`src/rtl/csem_pkg.sv`:
```
`default_nettype none
package csem_pkg;

    localparam int FUNC_W   = 2;
    localparam int TID_W    = 8;
    localparam int CNT_W    = 16;
    localparam int STATUS_W = 2;

    typedef enum logic [FUNC_W-1:0] {
        FN_WAIT   = 2'd0,
        FN_SIGNAL = 2'd1,
        FN_CLOSE  = 2'd2,
        FN_RSVD   = 2'd3
    } t_func;

    typedef enum logic [STATUS_W-1:0] {
        ST_OK      = 2'd0,
        ST_BLOCKED = 2'd1,
        ST_ERROR   = 2'd2,
        ST_FULL    = 2'd3
    } t_status;

    typedef enum logic {
        KIND_ANSWER = 1'b0,
        KIND_WAKE   = 1'b1
    } t_kind;

    typedef enum logic [1:0] {
        S_IDLE,
        S_EXEC,
        S_WALK
    } t_state;

    typedef enum logic [1:0] {
        M_NONE,
        M_SIGNAL,
        M_CLOSE
    } t_mode;

    typedef enum logic {
        ALU_ADD,
        ALU_SUB
    } t_alu_op;

endpackage
`default_nettype wire

```
`src/rtl/csem_if.sv`:
```
`default_nettype none
interface csem_in_if;
    import csem_pkg::*;

    logic                valid;
    logic                ready;
    logic [FUNC_W-1:0]   func;
    logic [TID_W-1:0]    thread_id;
    logic [CNT_W-1:0]    count;

    modport source (output valid, func, thread_id, count, input ready);
    modport sink   (input valid, func, thread_id, count, output ready);
endinterface

interface csem_out_if;
    import csem_pkg::*;

    logic                valid;
    logic                ready;
    logic                kind;
    logic [TID_W-1:0]    waker_thread;
    logic [STATUS_W-1:0] status;
    logic                last;

    modport source (output valid, kind, waker_thread, status, last, input ready);
    modport sink   (input valid, kind, waker_thread, status, last, output ready);
endinterface
`default_nettype wire

```
`src/rtl/csem_ram.sv`:
```
`default_nettype none
module csem_ram #(
    parameter int WIDTH = 24,
    parameter int DEPTH = 16
) (
    input  wire logic                                    i_clk,
    input  wire logic                                    i_we,
    input  wire logic [((DEPTH > 1) ? $clog2(DEPTH) : 1)-1:0] i_waddr,
    input  wire logic [WIDTH-1:0]                        i_wdata,
    input  wire logic [((DEPTH > 1) ? $clog2(DEPTH) : 1)-1:0] i_raddr,
    output logic      [WIDTH-1:0]                        o_rdata
);
    logic [WIDTH-1:0] r_mem [DEPTH];

    always_ff @(posedge i_clk) begin
        if (i_we) begin
            r_mem[i_waddr] <= i_wdata;
        end
        o_rdata <= r_mem[i_raddr];
    end
endmodule
`default_nettype wire

```
`src/rtl/csem_alu.sv`:
```
`default_nettype none
module csem_alu #(
    parameter int WIDTH = 16
) (
    input  wire csem_pkg::t_alu_op   i_op,
    input  wire logic [WIDTH-1:0]    i_a,
    input  wire logic [WIDTH-1:0]    i_b,
    output logic      [WIDTH-1:0]    o_res,
    output logic                     o_borrow
);
    import csem_pkg::*;

    logic [WIDTH-1:0] b_eff;
    logic [WIDTH:0]   sum;

    // One adder serves both operations; subtraction adds the complement plus one.
    always_comb begin
        b_eff = (i_op == ALU_SUB) ? ~i_b : i_b;
        sum   = {1'b0, i_a} + {1'b0, b_eff} + {{WIDTH{1'b0}}, (i_op == ALU_SUB)};
        if (i_op == ALU_ADD && sum[WIDTH]) begin
            o_res = {WIDTH{1'b1}};
        end else begin
            o_res = sum[WIDTH-1:0];
        end
        o_borrow = (i_op == ALU_SUB) && !sum[WIDTH];
    end
endmodule
`default_nettype wire

```
`src/rtl/csem_ctrl.sv`:
```
`default_nettype none
module csem_ctrl #(
    parameter int QUEUE_DEPTH = 16,
    parameter int COUNT_BITS  = 16,
    parameter int THREAD_BITS = 8,
    parameter int PTR_W       = (QUEUE_DEPTH > 1) ? $clog2(QUEUE_DEPTH) : 1
) (
    input  wire logic                               i_clk,
    input  wire logic                               i_rst_n,
    input  wire logic                               i_cfg_we,
    input  wire logic [csem_pkg::CNT_W-1:0]         i_cfg_wdata,
    csem_in_if.sink                                 i_req,
    csem_out_if.source                              o_rsp,
    output csem_pkg::t_alu_op                       o_alu_op,
    output logic [COUNT_BITS-1:0]                   o_alu_a,
    output logic [COUNT_BITS-1:0]                   o_alu_b,
    input  wire logic [COUNT_BITS-1:0]              i_alu_res,
    input  wire logic                               i_alu_borrow,
    output logic                                    o_ram_we,
    output logic [PTR_W-1:0]                        o_ram_waddr,
    output logic [THREAD_BITS+COUNT_BITS-1:0]       o_ram_wdata,
    output logic [PTR_W-1:0]                        o_ram_raddr,
    input  wire logic [THREAD_BITS+COUNT_BITS-1:0]  i_ram_rdata
);
    import csem_pkg::*;

    localparam int OCC_W = $clog2(QUEUE_DEPTH + 1);

    t_state                 r_state, n_state;
    t_mode                  r_mode, n_mode;
    t_func                  r_func;
    logic [THREAD_BITS-1:0] r_tid;
    logic [COUNT_BITS-1:0]  r_n;
    logic [COUNT_BITS-1:0]  r_units, n_units;
    logic                   r_open, n_open;
    logic [PTR_W-1:0]       r_head, n_head;
    logic [PTR_W-1:0]       r_tail, n_tail;
    logic [OCC_W-1:0]       r_occ, n_occ;
    t_kind                  r_pend_kind, n_pend_kind;
    logic [TID_W-1:0]       r_pend_thread, n_pend_thread;
    t_status                r_pend_status, n_pend_status;
    logic                   r_out_valid, n_out_valid;
    t_kind                  r_out_kind, n_out_kind;
    logic [TID_W-1:0]       r_out_thread, n_out_thread;
    t_status                r_out_status, n_out_status;
    logic                   r_out_last, n_out_last;

    logic                   accept;
    logic                   out_free;
    logic                   more;
    logic [THREAD_BITS-1:0] q_id;
    logic [COUNT_BITS-1:0]  q_need;

    assign accept   = i_req.valid && i_req.ready;
    assign out_free = !r_out_valid || o_rsp.ready;
    assign q_id     = i_ram_rdata[THREAD_BITS+COUNT_BITS-1:COUNT_BITS];
    assign q_need   = i_ram_rdata[COUNT_BITS-1:0];

    // Another waiter is released when the queue holds one and either the
    // semaphore is closing or the head's need fits the held units.
    assign more = (r_state == S_WALK) && (r_occ != '0) &&
                  ((r_mode == M_CLOSE) || ((r_mode == M_SIGNAL) && !i_alu_borrow));

    assign i_req.ready        = (r_state == S_IDLE);
    assign o_rsp.valid        = r_out_valid;
    assign o_rsp.kind         = r_out_kind;
    assign o_rsp.waker_thread = r_out_thread;
    assign o_rsp.status       = r_out_status;
    assign o_rsp.last         = r_out_last;

    // The queue entry at the next head is read every cycle, so the head's
    // word is ready when the walk looks at it.
    assign o_ram_raddr = n_head;
    assign o_ram_waddr = r_tail;
    assign o_ram_wdata = {r_tid, r_n};

    always_comb begin
        n_state = r_state;
        unique case (r_state)
            S_IDLE: begin
                if (accept) begin
                    n_state = S_EXEC;
                end
            end
            S_EXEC: begin
                n_state = S_WALK;
            end
            S_WALK: begin
                if (out_free && !more) begin
                    n_state = S_IDLE;
                end
            end
            default: n_state = S_IDLE;
        endcase
    end

    always_comb begin
        n_mode        = r_mode;
        n_units       = r_units;
        n_open        = r_open;
        n_head        = r_head;
        n_tail        = r_tail;
        n_occ         = r_occ;
        n_pend_kind   = r_pend_kind;
        n_pend_thread = r_pend_thread;
        n_pend_status = r_pend_status;
        n_out_valid   = r_out_valid && !o_rsp.ready;
        n_out_kind    = r_out_kind;
        n_out_thread  = r_out_thread;
        n_out_status  = r_out_status;
        n_out_last    = r_out_last;
        o_ram_we      = 1'b0;
        o_alu_op      = ALU_SUB;
        o_alu_a       = r_units;
        o_alu_b       = q_need;

        unique case (r_state)
            S_IDLE: begin
            end
            S_EXEC: begin
                o_alu_b       = r_n;
                o_alu_op      = (r_func == FN_SIGNAL) ? ALU_ADD : ALU_SUB;
                n_mode        = M_NONE;
                n_pend_kind   = KIND_ANSWER;
                n_pend_thread = TID_W'(r_tid);
                n_pend_status = ST_OK;
                if (!r_open) begin
                    n_pend_status = ST_ERROR;
                end else begin
                    unique case (r_func)
                        FN_WAIT: begin
                            if (r_n == '0) begin
                                n_pend_status = ST_OK;
                            end else if (!i_alu_borrow) begin
                                n_units = i_alu_res;
                            end else if (r_occ == OCC_W'(QUEUE_DEPTH)) begin
                                n_pend_status = ST_FULL;
                            end else begin
                                o_ram_we      = 1'b1;
                                n_tail        = (r_tail == PTR_W'(QUEUE_DEPTH - 1)) ?
                                                '0 : r_tail + 1'b1;
                                n_occ         = r_occ + 1'b1;
                                n_pend_status = ST_BLOCKED;
                            end
                        end
                        FN_SIGNAL: begin
                            n_units = i_alu_res;
                            n_mode  = M_SIGNAL;
                        end
                        FN_CLOSE: begin
                            n_open = 1'b0;
                            n_mode = M_CLOSE;
                        end
                        FN_RSVD: begin
                            n_pend_status = ST_ERROR;
                        end
                        default: n_pend_status = ST_ERROR;
                    endcase
                end
            end
            S_WALK: begin
                if (out_free) begin
                    n_out_valid  = 1'b1;
                    n_out_kind   = r_pend_kind;
                    n_out_thread = r_pend_thread;
                    n_out_status = r_pend_status;
                    n_out_last   = !more;
                    if (more) begin
                        n_pend_kind   = KIND_WAKE;
                        n_pend_thread = TID_W'(q_id);
                        n_pend_status = (r_mode == M_CLOSE) ? ST_ERROR : ST_OK;
                        if (r_mode == M_SIGNAL) begin
                            n_units = i_alu_res;
                        end
                        n_head = (r_head == PTR_W'(QUEUE_DEPTH - 1)) ? '0 : r_head + 1'b1;
                        n_occ  = r_occ - 1'b1;
                    end
                end
            end
            default: begin
            end
        endcase

        if (i_cfg_we) begin
            n_units = COUNT_BITS'(i_cfg_wdata);
            n_open  = 1'b1;
        end
    end

    always_ff @(posedge i_clk) begin
        if (!i_rst_n) begin
            r_state     <= S_IDLE;
            r_mode      <= M_NONE;
            r_units     <= '0;
            r_open      <= 1'b1;
            r_head      <= '0;
            r_tail      <= '0;
            r_occ       <= '0;
            r_out_valid <= 1'b0;
        end else begin
            r_state     <= n_state;
            r_mode      <= n_mode;
            r_units     <= n_units;
            r_open      <= n_open;
            r_head      <= n_head;
            r_tail      <= n_tail;
            r_occ       <= n_occ;
            r_out_valid <= n_out_valid;
        end
    end

    always_ff @(posedge i_clk) begin
        if (accept) begin
            r_func <= t_func'(i_req.func);
            r_tid  <= THREAD_BITS'(i_req.thread_id);
            r_n    <= COUNT_BITS'(i_req.count);
        end
        r_pend_kind   <= n_pend_kind;
        r_pend_thread <= n_pend_thread;
        r_pend_status <= n_pend_status;
        r_out_kind    <= n_out_kind;
        r_out_thread  <= n_out_thread;
        r_out_status  <= n_out_status;
        r_out_last    <= n_out_last;
    end
endmodule
`default_nettype wire

```
`src/rtl/counting_semaphore_fifo_waiters.sv`:
```
`default_nettype none
// Each request passes an execute state, which runs the operation on the shared adder, and
// a walk state, which presents the answer word once the result register is free.
// A signal or close then delivers one wake word per cycle while the consumer keeps up,
// limited by the adder compare on the head waiter and the one-read queue memory.
// A new request is accepted once the last word of the previous one is registered,
// so the block takes no new request while one is still executing or walking.
// Synchronous active-low reset empties the queue, reopens the semaphore and zeroes the units.
module counting_semaphore_fifo_waiters #(
    parameter int QUEUE_DEPTH = 16,
    parameter int COUNT_BITS  = 16,
    parameter int THREAD_BITS = 8
) (
    input  wire logic                       i_clk,
    input  wire logic                       i_rst_n,
    input  wire logic                       i_cfg_we,
    input  wire logic [csem_pkg::CNT_W-1:0] i_cfg_wdata,
    csem_in_if.sink                         i_req,
    csem_out_if.source                      o_rsp
);
    import csem_pkg::*;

    localparam int PTR_W = (QUEUE_DEPTH > 1) ? $clog2(QUEUE_DEPTH) : 1;
    localparam int ENT_W = THREAD_BITS + COUNT_BITS;

    t_alu_op               alu_op;
    logic [COUNT_BITS-1:0] alu_a;
    logic [COUNT_BITS-1:0] alu_b;
    logic [COUNT_BITS-1:0] alu_res;
    logic                  alu_borrow;
    logic                  ram_we;
    logic [PTR_W-1:0]      ram_waddr;
    logic [ENT_W-1:0]      ram_wdata;
    logic [PTR_W-1:0]      ram_raddr;
    logic [ENT_W-1:0]      ram_rdata;

    csem_ctrl #(
        .QUEUE_DEPTH (QUEUE_DEPTH),
        .COUNT_BITS  (COUNT_BITS),
        .THREAD_BITS (THREAD_BITS),
        .PTR_W       (PTR_W)
    ) u_ctrl (
        .i_clk        (i_clk),
        .i_rst_n      (i_rst_n),
        .i_cfg_we     (i_cfg_we),
        .i_cfg_wdata  (i_cfg_wdata),
        .i_req        (i_req),
        .o_rsp        (o_rsp),
        .o_alu_op     (alu_op),
        .o_alu_a      (alu_a),
        .o_alu_b      (alu_b),
        .i_alu_res    (alu_res),
        .i_alu_borrow (alu_borrow),
        .o_ram_we     (ram_we),
        .o_ram_waddr  (ram_waddr),
        .o_ram_wdata  (ram_wdata),
        .o_ram_raddr  (ram_raddr),
        .i_ram_rdata  (ram_rdata)
    );

    csem_alu #(
        .WIDTH (COUNT_BITS)
    ) u_alu (
        .i_op     (alu_op),
        .i_a      (alu_a),
        .i_b      (alu_b),
        .o_res    (alu_res),
        .o_borrow (alu_borrow)
    );

    csem_ram #(
        .WIDTH (ENT_W),
        .DEPTH (QUEUE_DEPTH)
    ) u_queue (
        .i_clk   (i_clk),
        .i_we    (ram_we),
        .i_waddr (ram_waddr),
        .i_wdata (ram_wdata),
        .i_raddr (ram_raddr),
        .o_rdata (ram_rdata)
    );
endmodule
`default_nettype wire

```
`src/flat_wrapper.sv`:
```
// flat-port wrapper written by rule: the top's interface ports become plain ports
module counting_semaphore_fifo_waiters_flat import csem_pkg::*;
#(
    parameter int QUEUE_DEPTH = 16,
    parameter int COUNT_BITS  = 16,
    parameter int THREAD_BITS = 8
)
  (i_clk, i_rst_n, i_cfg_we, i_cfg_wdata, i_req_valid, i_req_func, i_req_thread_id, i_req_count, i_req_ready, o_rsp_valid, o_rsp_kind, o_rsp_waker_thread, o_rsp_status, o_rsp_last, o_rsp_ready);
  csem_in_if i_req_i ();
  csem_out_if o_rsp_i ();
  input  wire logic i_clk;
  input  wire logic i_rst_n;
  input  wire logic i_cfg_we;
  input  wire logic [csem_pkg::CNT_W-1:0] i_cfg_wdata;
  input wire logic [$bits(i_req_i.valid)-1:0] i_req_valid;
  input wire logic [$bits(i_req_i.func)-1:0] i_req_func;
  input wire logic [$bits(i_req_i.thread_id)-1:0] i_req_thread_id;
  input wire logic [$bits(i_req_i.count)-1:0] i_req_count;
  output wire logic [$bits(i_req_i.ready)-1:0] i_req_ready;
  output wire logic [$bits(o_rsp_i.valid)-1:0] o_rsp_valid;
  output wire logic [$bits(o_rsp_i.kind)-1:0] o_rsp_kind;
  output wire logic [$bits(o_rsp_i.waker_thread)-1:0] o_rsp_waker_thread;
  output wire logic [$bits(o_rsp_i.status)-1:0] o_rsp_status;
  output wire logic [$bits(o_rsp_i.last)-1:0] o_rsp_last;
  input wire logic [$bits(o_rsp_i.ready)-1:0] o_rsp_ready;
  assign i_req_i.valid = i_req_valid;
  assign i_req_i.func = i_req_func;
  assign i_req_i.thread_id = i_req_thread_id;
  assign i_req_i.count = i_req_count;
  assign i_req_ready = i_req_i.ready;
  assign o_rsp_valid = o_rsp_i.valid;
  assign o_rsp_kind = o_rsp_i.kind;
  assign o_rsp_waker_thread = o_rsp_i.waker_thread;
  assign o_rsp_status = o_rsp_i.status;
  assign o_rsp_last = o_rsp_i.last;
  assign o_rsp_i.ready = o_rsp_ready;
  counting_semaphore_fifo_waiters #(.QUEUE_DEPTH(QUEUE_DEPTH), .COUNT_BITS(COUNT_BITS), .THREAD_BITS(THREAD_BITS)) u_core (.i_clk(i_clk), .i_rst_n(i_rst_n), .i_cfg_we(i_cfg_we), .i_cfg_wdata(i_cfg_wdata), .i_req(i_req_i), .o_rsp(o_rsp_i));
endmodule
```
`config.mk`:
```
export PLATFORM = sky130hd
export DESIGN_NAME = counting_semaphore_fifo_waiters_flat
export DESIGN_NICKNAME = d
export VERILOG_FILES = /design/src/rtl/csem_pkg.sv /design/src/rtl/csem_if.sv /design/src/rtl/csem_ram.sv /design/src/rtl/csem_alu.sv /design/src/rtl/csem_ctrl.sv /design/src/rtl/counting_semaphore_fifo_waiters.sv /design/src/flat_wrapper.sv
export SDC_FILE = /design/constraint.sdc
export NUM_CORES = 1
export LEC_CHECK = 0
export ABC_AREA = 1
export BUFFER_PORTS_ARGS = -buffer_cell sky130_fd_sc_hd__buf_2
export CORE_ASPECT_RATIO = 1.75
export CORE_MARGIN = 1
export CORE_UTILIZATION = 56
export DETAILED_ROUTE_END_ITERATION = 10
export GPL_ROUTABILITY_DRIVEN = 0
export MAX_ROUTING_LAYER = met4
export PLACE_DENSITY = 0.75
export SLEW_MARGIN = 10
export SYNTH_ARGS = -nofsm -noshare
export SYNTH_HDL_FRONTEND = slang
export SYNTH_SLANG_ARGS = --single-unit
```
`constraint.sdc`:
```
create_clock -name i_clk -period 4.5 [get_ports i_clk]
set_input_delay 0.45 -clock i_clk [delete_from_list [all_inputs] [get_ports i_clk]]
set_output_delay 0.45 -clock i_clk [all_outputs]
set_load 0.05 [all_outputs]
```
Word-level counts from Yosys, hierarchy flattened
Memories as Yosys holds them, arrays and structs flattened. A register that Yosys moved wholly into a read port is not among the register bits. Index checks and enable logic that the tools add are counted.

Memories: 1. Output and inout bits: 14. Latch bits: 0. Memory bits (writable): 384. Bits of input ports: 47. Bits in registers: 84. ROM bits: 0.

Shifts and indexed selects: 0. $lt $le $gt $ge: 0. $mul: 0. Equal/unequal tests: 26. Add/sub/neg operators: 6. Reduce and logical (&&, ||, !) cells: 28. Divide/modulo/power cells: 0. Mux-type cells: 59. Bitwise gates (word level): 5.

Memories: u_core.u_queue.r_mem (depth 16, width 24, read ports 1, clocked after Yosys merged registers in 1, write ports 1, RTL line csem_ram.sv:13) `logic [WIDTH-1:0] r_mem [DEPTH];`.

Operator list (number): $mux W16 (10); $pmux W16 S2 (2); $mux W5 (7); $mux W2 (10); $mux W4 (5); $add A16 B16 Y17 (1); $add A17 B1 Y17 (1); $logic_not A16 Y1 (1); $mux W1 (16); $mux W8 (2); $not A16 Y16 (1); $pmux W8 S2 (1); $reduce_and A8 Y1 (2); $ne A2 B2 Y1 const B (7); $ne A4 B4 Y1 const B (3); $pmux W2 S2 (3); $pmux W5 S2 (1); $ne A3 B3 Y1 const B (3); $add A4 B1 Y4 const B (2); $eq A2 B2 Y1 const B (4); $eq A4 B4 Y1 const B (2); $logic_and A1 B1 Y1 (8); $eq A2 B1 Y1 const B (3); $pmux W2 S3 (1); other kinds (17) (28).

Depth between registers and ports, before layout
Word-level depth: 16. Mapped depth: 27.

Hierarchy
From an unflattened synthesis, not the netlist that was laid out.

Cells, all modules: 2296. Area, all modules: 22113.7 sq um.

Modules (own cells, without submodules): csem_ram (cells each 1597, instances 1, area each 16951.3 sq um); csem_ctrl (cells each 476, instances 1, area each 3935.0 sq um); csem_alu (cells each 223, instances 1, area each 1227.4 sq um).

Worst setup path before layout
No wires, ideal clock.

Path kind: register -> register. From: reg u_core.u_ctrl.r_func[1]. To: mem u_core.u_queue.r_mem[11][0], enable pin. Clock period less this slack: 4.414 ns. Stages on the path, launching flop included: 21. Setup slack: 0.086 ns. Arrival time: 4.009 ns. Buffers on the path: 2. Library setup time: 0.405 ns. Cell sequence: edfxtp_1 -> inv_1 -> ha_1 -> nand2_2 -> buf_1 -> nor2_1 -> a221oi_1 -> ha_1 -> nand2_1 -> inv_1 -> a21oi_1 -> nand2_1 -> nand2_1 -> nand3_2 -> nor2_1 -> nand2_1 -> or2_1 -> clkbuf_1 -> inv_1 -> nand2_1 -> nor2_1.

Longest elaborated chain between the ends: 15. Elaborated cells between the ends (all ways): 16.

Ends and longest elaborated chain: start, declared (RTL line csem_ctrl.sv:31) `t_func r_func;`; start signal, assigned (RTL line csem_ctrl.sv:214) `r_func <= t_func'(i_req.func);`; $eq A2 B1 Y1 (RTL line csem_ctrl.sv:122) `o_alu_op = (r_func == FN_SIGNAL) ? ALU_ADD : ALU_SUB;`; $mux W1 (RTL line csem_ctrl.sv:122); $mux W1 (RTL line csem_ctrl.sv:117) `unique case (r_state)`; $mux W16 (RTL line csem_alu.sv:18) `b_eff = (i_op == ALU_SUB) ? ~i_b : i_b;`; $add A16 B16 Y17 (RTL line csem_alu.sv:19) `sum = {1'b0, i_a} + {1'b0, b_eff} + {{WIDTH{1'b0}}, (i_op == ALU_SUB)};`; $add A17 B1 Y17 (RTL line csem_alu.sv:19); $logic_not A1 Y1 (RTL line csem_alu.sv:25) `o_borrow = (i_op == ALU_SUB) && !sum[WIDTH];`; $logic_and A1 B1 Y1 (RTL line csem_alu.sv:25); $mux W1 (RTL line csem_ctrl.sv:134) `end else if (!i_alu_borrow) begin`; $mux W1 (RTL line csem_ctrl.sv:132) `if (r_n == '0) begin`; $mux W1 * (RTL line csem_ctrl.sv:130) `unique case (r_func)`; $mux W1 * (RTL line csem_ctrl.sv:127) `if (!r_open) begin`; $mux W1 * (RTL line csem_ctrl.sv:117); $mux W1 * (RTL line csem_ram.sv:16) `if (i_we) begin`; $mux W1 (not written as such) * (RTL line csem_ram.sv:17) `r_mem[i_waddr] <= i_wdata;`; end, declared (RTL line csem_ram.sv:13).

Every way passes the cells marked *; elsewhere a longest branch is shown, timed or not.

Worst setup path in the final report
From: reg u_core.u_ctrl.r_func[1]. To: reg u_core.u_queue.o_rdata[17] (read register of u_core.u_queue.r_mem).

Longest elaborated chain between the ends: 15.

Ends and longest elaborated chain: $eq A2 B1 Y1 * (RTL line csem_ctrl.sv:122); $mux W1 * (RTL line csem_ctrl.sv:122); $mux W1 * (RTL line csem_ctrl.sv:117); $mux W16 (RTL line csem_alu.sv:18); $add A16 B16 Y17 (RTL line csem_alu.sv:19); $add A17 B1 Y17 (RTL line csem_alu.sv:19); $logic_not A1 Y1 (RTL line csem_alu.sv:25); $logic_and A1 B1 Y1 * (RTL line csem_alu.sv:25); $logic_not A1 Y1 *; $logic_and A1 B1 Y1 * (RTL line csem_ctrl.sv:62) `((r_mode == M_CLOSE) || ((r_mode == M_SIGNAL) && !i_alu_borrow));`; $logic_or A1 B1 Y1 * (RTL line csem_ctrl.sv:62); $logic_and A1 B1 Y1 * (RTL line csem_ctrl.sv:61) `assign more = (r_state == S_WALK) && (r_occ != '0) &&`; $mux W4 * (RTL line csem_ctrl.sv:168) `if (more) begin`; $mux W4 * (RTL line csem_ctrl.sv:162) `if (out_free) begin`; $mux W4 * (RTL line csem_ctrl.sv:117); end, declared (RTL line csem_ram.sv:11) `output logic [WIDTH-1:0] o_rdata`.

Marks and branches as above. A chain may end at the register's enable or synchronous reset.

==> results.txt <==
Root Driver: clkbuf_16
Starting Density: 56.9%
critical path class: register to register
routing usage on met2: 53.0%
Port Buf Inserts: 60
Hold Path End: u_core.u_ctrl.r_tid[1]
Clock Latency Late Sink: 0.59 ns
CP delay by family, top: simple AND/OR/NAND/NOR gates
via density per instance: 5.90
layout cells sized above 1: 11.3%
cell mode on critical path: nand2_1
Global Route Usage Sum: 31.8%
GR Util met3: 4.59%
Most used DFF post-synth: edfxtp_1
critical-path cell list: inv_1, ha_1, nor2_1, buf_4, a221oi_1, ha_1, nand2_1, nand2_1, a21oi_1, nand2_1, nand2_1, nand3_2, nand2_2, nand2_2, nand3_4, nand2_4, nand2_4, buf_12, nand2_1, nand3_1, nand3_1, nand3_1, nand2_1
ant diodes: 0
die area: 0.0399 mm²
Critical Path Start Type: register
I/O pin count: 61
power share of the clock group: 41.4%
via count: 16.0k
Die H: 263 µm
gr ovfl total: 0
Slew @ Worst Pin: 0.933 ns
post-synthesis sequential area ratio: 64.9%
CP max stage delay: 0.45 ns
Worst Path Buf+Inv: 3
Leakage Power: 10.3 nW
H-tree Lvls: 2
Die Span X: 151 µm
Post-synth EDFFs: 433
synth warn: 0
DR DRC count: 0
Critical Path Sink Type: register
first-pass GRT wire length: 90.2 mm
synthesis-stage register bit count: 492
largest net degree at the start of global routing: 73
Peak supply drop: 0.000308 V
max cap viols: 0
Layout fillers: 2,877
cts bufs inserted: 44
worst-path maximum fanout: 58
Std-Cell Rows: 95
sequential power share: 53.5%
NetSw: 2.11 mW
Nets: 2,262
CTS clk-pin slew, worst paths: 0.07 ns
Hold Violations, Final: 0
Slew HR: 37.1%
R2R depth: 23
final std cells w/o fill: 2,706
combinational power share: 5.1%
Netlist cell types: 44
hold path start: i_req_thread_id[1]
M1 GR Usage: 34.0%
DP Area: 0.0231 mm²
Reg-to-Reg End: u_core.u_queue.o_rdata[17]
Syn Inst Count: 2,102
remaining antenna violation count after routing: 0
ys async rst share: 0%
Clock Tree Buf Depth: 3
antenna violations before repair: 0
Pwr Total: 9.54 mW
Hold Path Cell Cnt: 1
max-slew violation count: 0
DRT iter0 DRCs: 1,501
drt total wl: 59.5 mm
Layout Skew: 0.0308 ns
Switching Share: 22.1%
wire length per cell: 22.0 µm
Min-Delay Path Class: input pin to register
Core Region: 0.0384 mm²
maximum clock rate: 232 MHz
Tmin final: 4.31 ns
Layout area overhead: 12.8%
syn_area_per_cell: 10.4 µm²
reg-to-reg slack, setup: 0.19 ns
placed insts: 2,624
outcome: finished, final reports clean
CTS tree: built
CP arrival: 4.77 ns
Register Area: 0.0142 mm²
P per Cell Area: 387 mW/mm²
Tcrit/Tclk final: 95.8%
net count after synthesis: 2,179
area of the multi-input gates: 0.00583 mm²
Finish-stage setup viols: 0
hpwl dp: 37.2 mm
Internal: 7.43 mW
post-layout instance area: 0.0247 mm²
clock sink count: 492
R2R Path Start: u_core.u_ctrl.r_func[1]
busiest grt layer: met2
slowest stage cell, crit path: edfxtp_1
Synth Cell Area: 0.0219 mm²
vias in the first global route: 16.0k
Pre-antenna DRT Iters: 6
Critical Path RT: 4.96 ns
==> synthesized netlist by cell type (8+ instances only) <==
cell type,instances,share of area (%)
edfxtp_1,433,59
nand3_1,400,9.2
nand2_1,397,6.8
inv_1,366,6.3
nor2_1,74,1.3
nand3b_1,73,2.5
dfxtp_1,59,5.4
buf_2,49,1.1
a21oi_1,40,0.92
clkbuf_1,31,0.53
o21ai_0,31,0.71
ha_1,28,1.6
a221oi_1,14,0.56
buf_4,14,0.48
a211oi_1,8,0.27
==> placed cells by master (no fill, tap or decap), types with 4 or more instances in the layout <==
| cell | count |
|---|---|
| clkbuf_16 | 44 |
| xor2_1 | 4 |
| buf_6 | 9 |
| clkinv_2 | 7 |
| nor2_1 | 58 |
| nand2_4 | 5 |
| clkbuf_1 | 6 |
| o22ai_1 | 7 |
| o21ai_0 | 31 |
| buf_4 | 52 |
| ha_1 | 28 |
| nand2_2 | 6 |
| nand3b_1 | 73 |
| o21ai_1 | 5 |
| nand2_1 | 394 |
| edfxtp_1 | 433 |
| a211oi_1 | 8 |
| a21oi_1 | 40 |
| clkinvlp_4 | 5 |
| a221oi_1 | 14 |
| clkinv_1 | 7 |
| dfxtp_1 | 59 |
| clkbuf_8 | 4 |
| xnor2_1 | 7 |
| buf_2 | 60 |
| nand4_1 | 7 |
| nor3_1 | 6 |
| nand3_1 | 400 |
| inv_2 | 7 |
| buf_12 | 15 |
| inv_1 | 366 |
| bufinv_16 | 6 |
| nor2_2 | 15 |
==> power by group through the flow <==
stage / logic, mW / registers, mW / clock network [mW]
CTS: 0.478 / 5.10 / 3.97
detailed placement: 0.475 / 5.20 / 0
floorplan: 0.290 / 5.20 / 0
finish: 0.487 / 5.10 / 3.94
global route: 0.536 / 5.11 / 4.13
global placement: 0.454 / 5.20 / 0
==> routing by layer <==
metal	vias up	part of all wire, %
met2	897	51
met5	-	0
met1	7604	33
met3	269	7.7
met4	0	8.0
li1	7196	-
==> how the worst max path moves through the flow <==
| stage | start | end | slack, ns | cells past startpoint |
|---|---|---|---|---|
| after floorplan | u_core.u_ctrl.r_func[1] | u_core.u_queue.r_mem[11][0] | 0.09 | 20 |
| after detailed placement | u_core.u_ctrl.r_func[1] | u_core.u_queue.o_rdata[17] | 0.16 | 23 |
| after global placement | u_core.u_ctrl.r_state[1] | u_core.u_queue.o_rdata[16] | 0.33 | 24 |
| after global routing | u_core.u_ctrl.r_func[1] | u_core.u_queue.r_mem[2][17] | -0.007 | 19 |
| after CTS | u_core.u_ctrl.r_func[1] | u_core.u_queue.o_rdata[17] | 0.14 | 23 |
| final | u_core.u_ctrl.r_func[1] | u_core.u_queue.o_rdata[17] | 0.19 | 23 |
==> worst register-to-register path, cell delays in order (launching register included) <==
cell and delay [ns]:
edfxtp_1 0.45, inv_1 0.11, ha_1 0.24, nor2_1 0.07, buf_4 0.19, a221oi_1 0.32, ha_1 0.35, nand2_1 0.08
nand2_1 0.07, a21oi_1 0.14, nand2_1 0.14, nand2_1 0.12, nand3_2 0.13, nand2_2 0.10, nand2_2 0.08, nand3_4 0.18
nand2_4 0.24, nand2_4 0.20, buf_12 0.25, nand2_1 0.22, nand3_1 0.13, nand3_1 0.18, nand3_1 0.13, nand2_1 0.06
==> metrics by stage <==
| step | setup WS (ns) | TNS (ns) | utilization, % | hold WS, ns |
|---|---|---|---|---|
| after floorplan | 0.0864 | 0 | - | 0.400 |
| after global placement | 0.333 | 0 | 60.1 | 0.404 |
| after detailed placement | 0.159 | 0 | 60.1 | 0.405 |
| after CTS | 0.143 | 0 | 64.0 | 0.0142 |
| after global routing | -0.00702 | -0.0313 | 64.2 | 0.0243 |
| final | 0.190 | 0 | 64.2 | 0.0351 |
==> flip-flops by register name (all words and copies together) (netlist names) <==
signal and cells:
u_core.u_queue.r_mem 384, u_core.u_queue.o_rdata 24, u_core.u_ctrl.o_alu_a 16, u_core.u_ctrl.r_n 16, u_core.u_ctrl.o_rsp.waker_thread 8, u_core.u_ctrl.r_pend_thread 8, u_core.u_ctrl.r_tid 8, u_core.u_ctrl.r_occ 5
u_core.u_ctrl.o_ram_waddr 4, u_core.u_ctrl.r_head 4, u_core.u_ctrl.o_rsp.status 2, u_core.u_ctrl.r_func 2, u_core.u_ctrl.r_mode 2, u_core.u_ctrl.r_pend_status 2, u_core.u_ctrl.r_state 2, u_core.u_ctrl.o_rsp.kind 1
u_core.u_ctrl.o_rsp.last 1, u_core.u_ctrl.o_rsp.valid 1, u_core.u_ctrl.r_open 1, u_core.u_ctrl.r_pend_kind 1
==> area by class of cell <==
class	count	area share, %
Multi-Input combinational cell	1135	23.6
Clock buffer	54	4.78
Tap cell	485	2.46
Inverter	375	5.71
Sequential cell	492	57.5
Timing Repair Buffer	137	4.49
Clock inverter	28	1.37
==> timing repair <==
item | CTS | global route
setup endpoints to repair | 0 | 209
hold buffers | 0 | 0
setup buffers | 0 | 0
resized for setup | 0 | 18
==> cells by family after synthesis <==
logic type,synth area share (%)
simple gates,20.8
flops,64.9
buf+inv,8.85
compound gates,3.22
fa+ha+maj,1.79
xor+xnor,0.441
No activity file was read; power rests on OpenSTA's default activity.
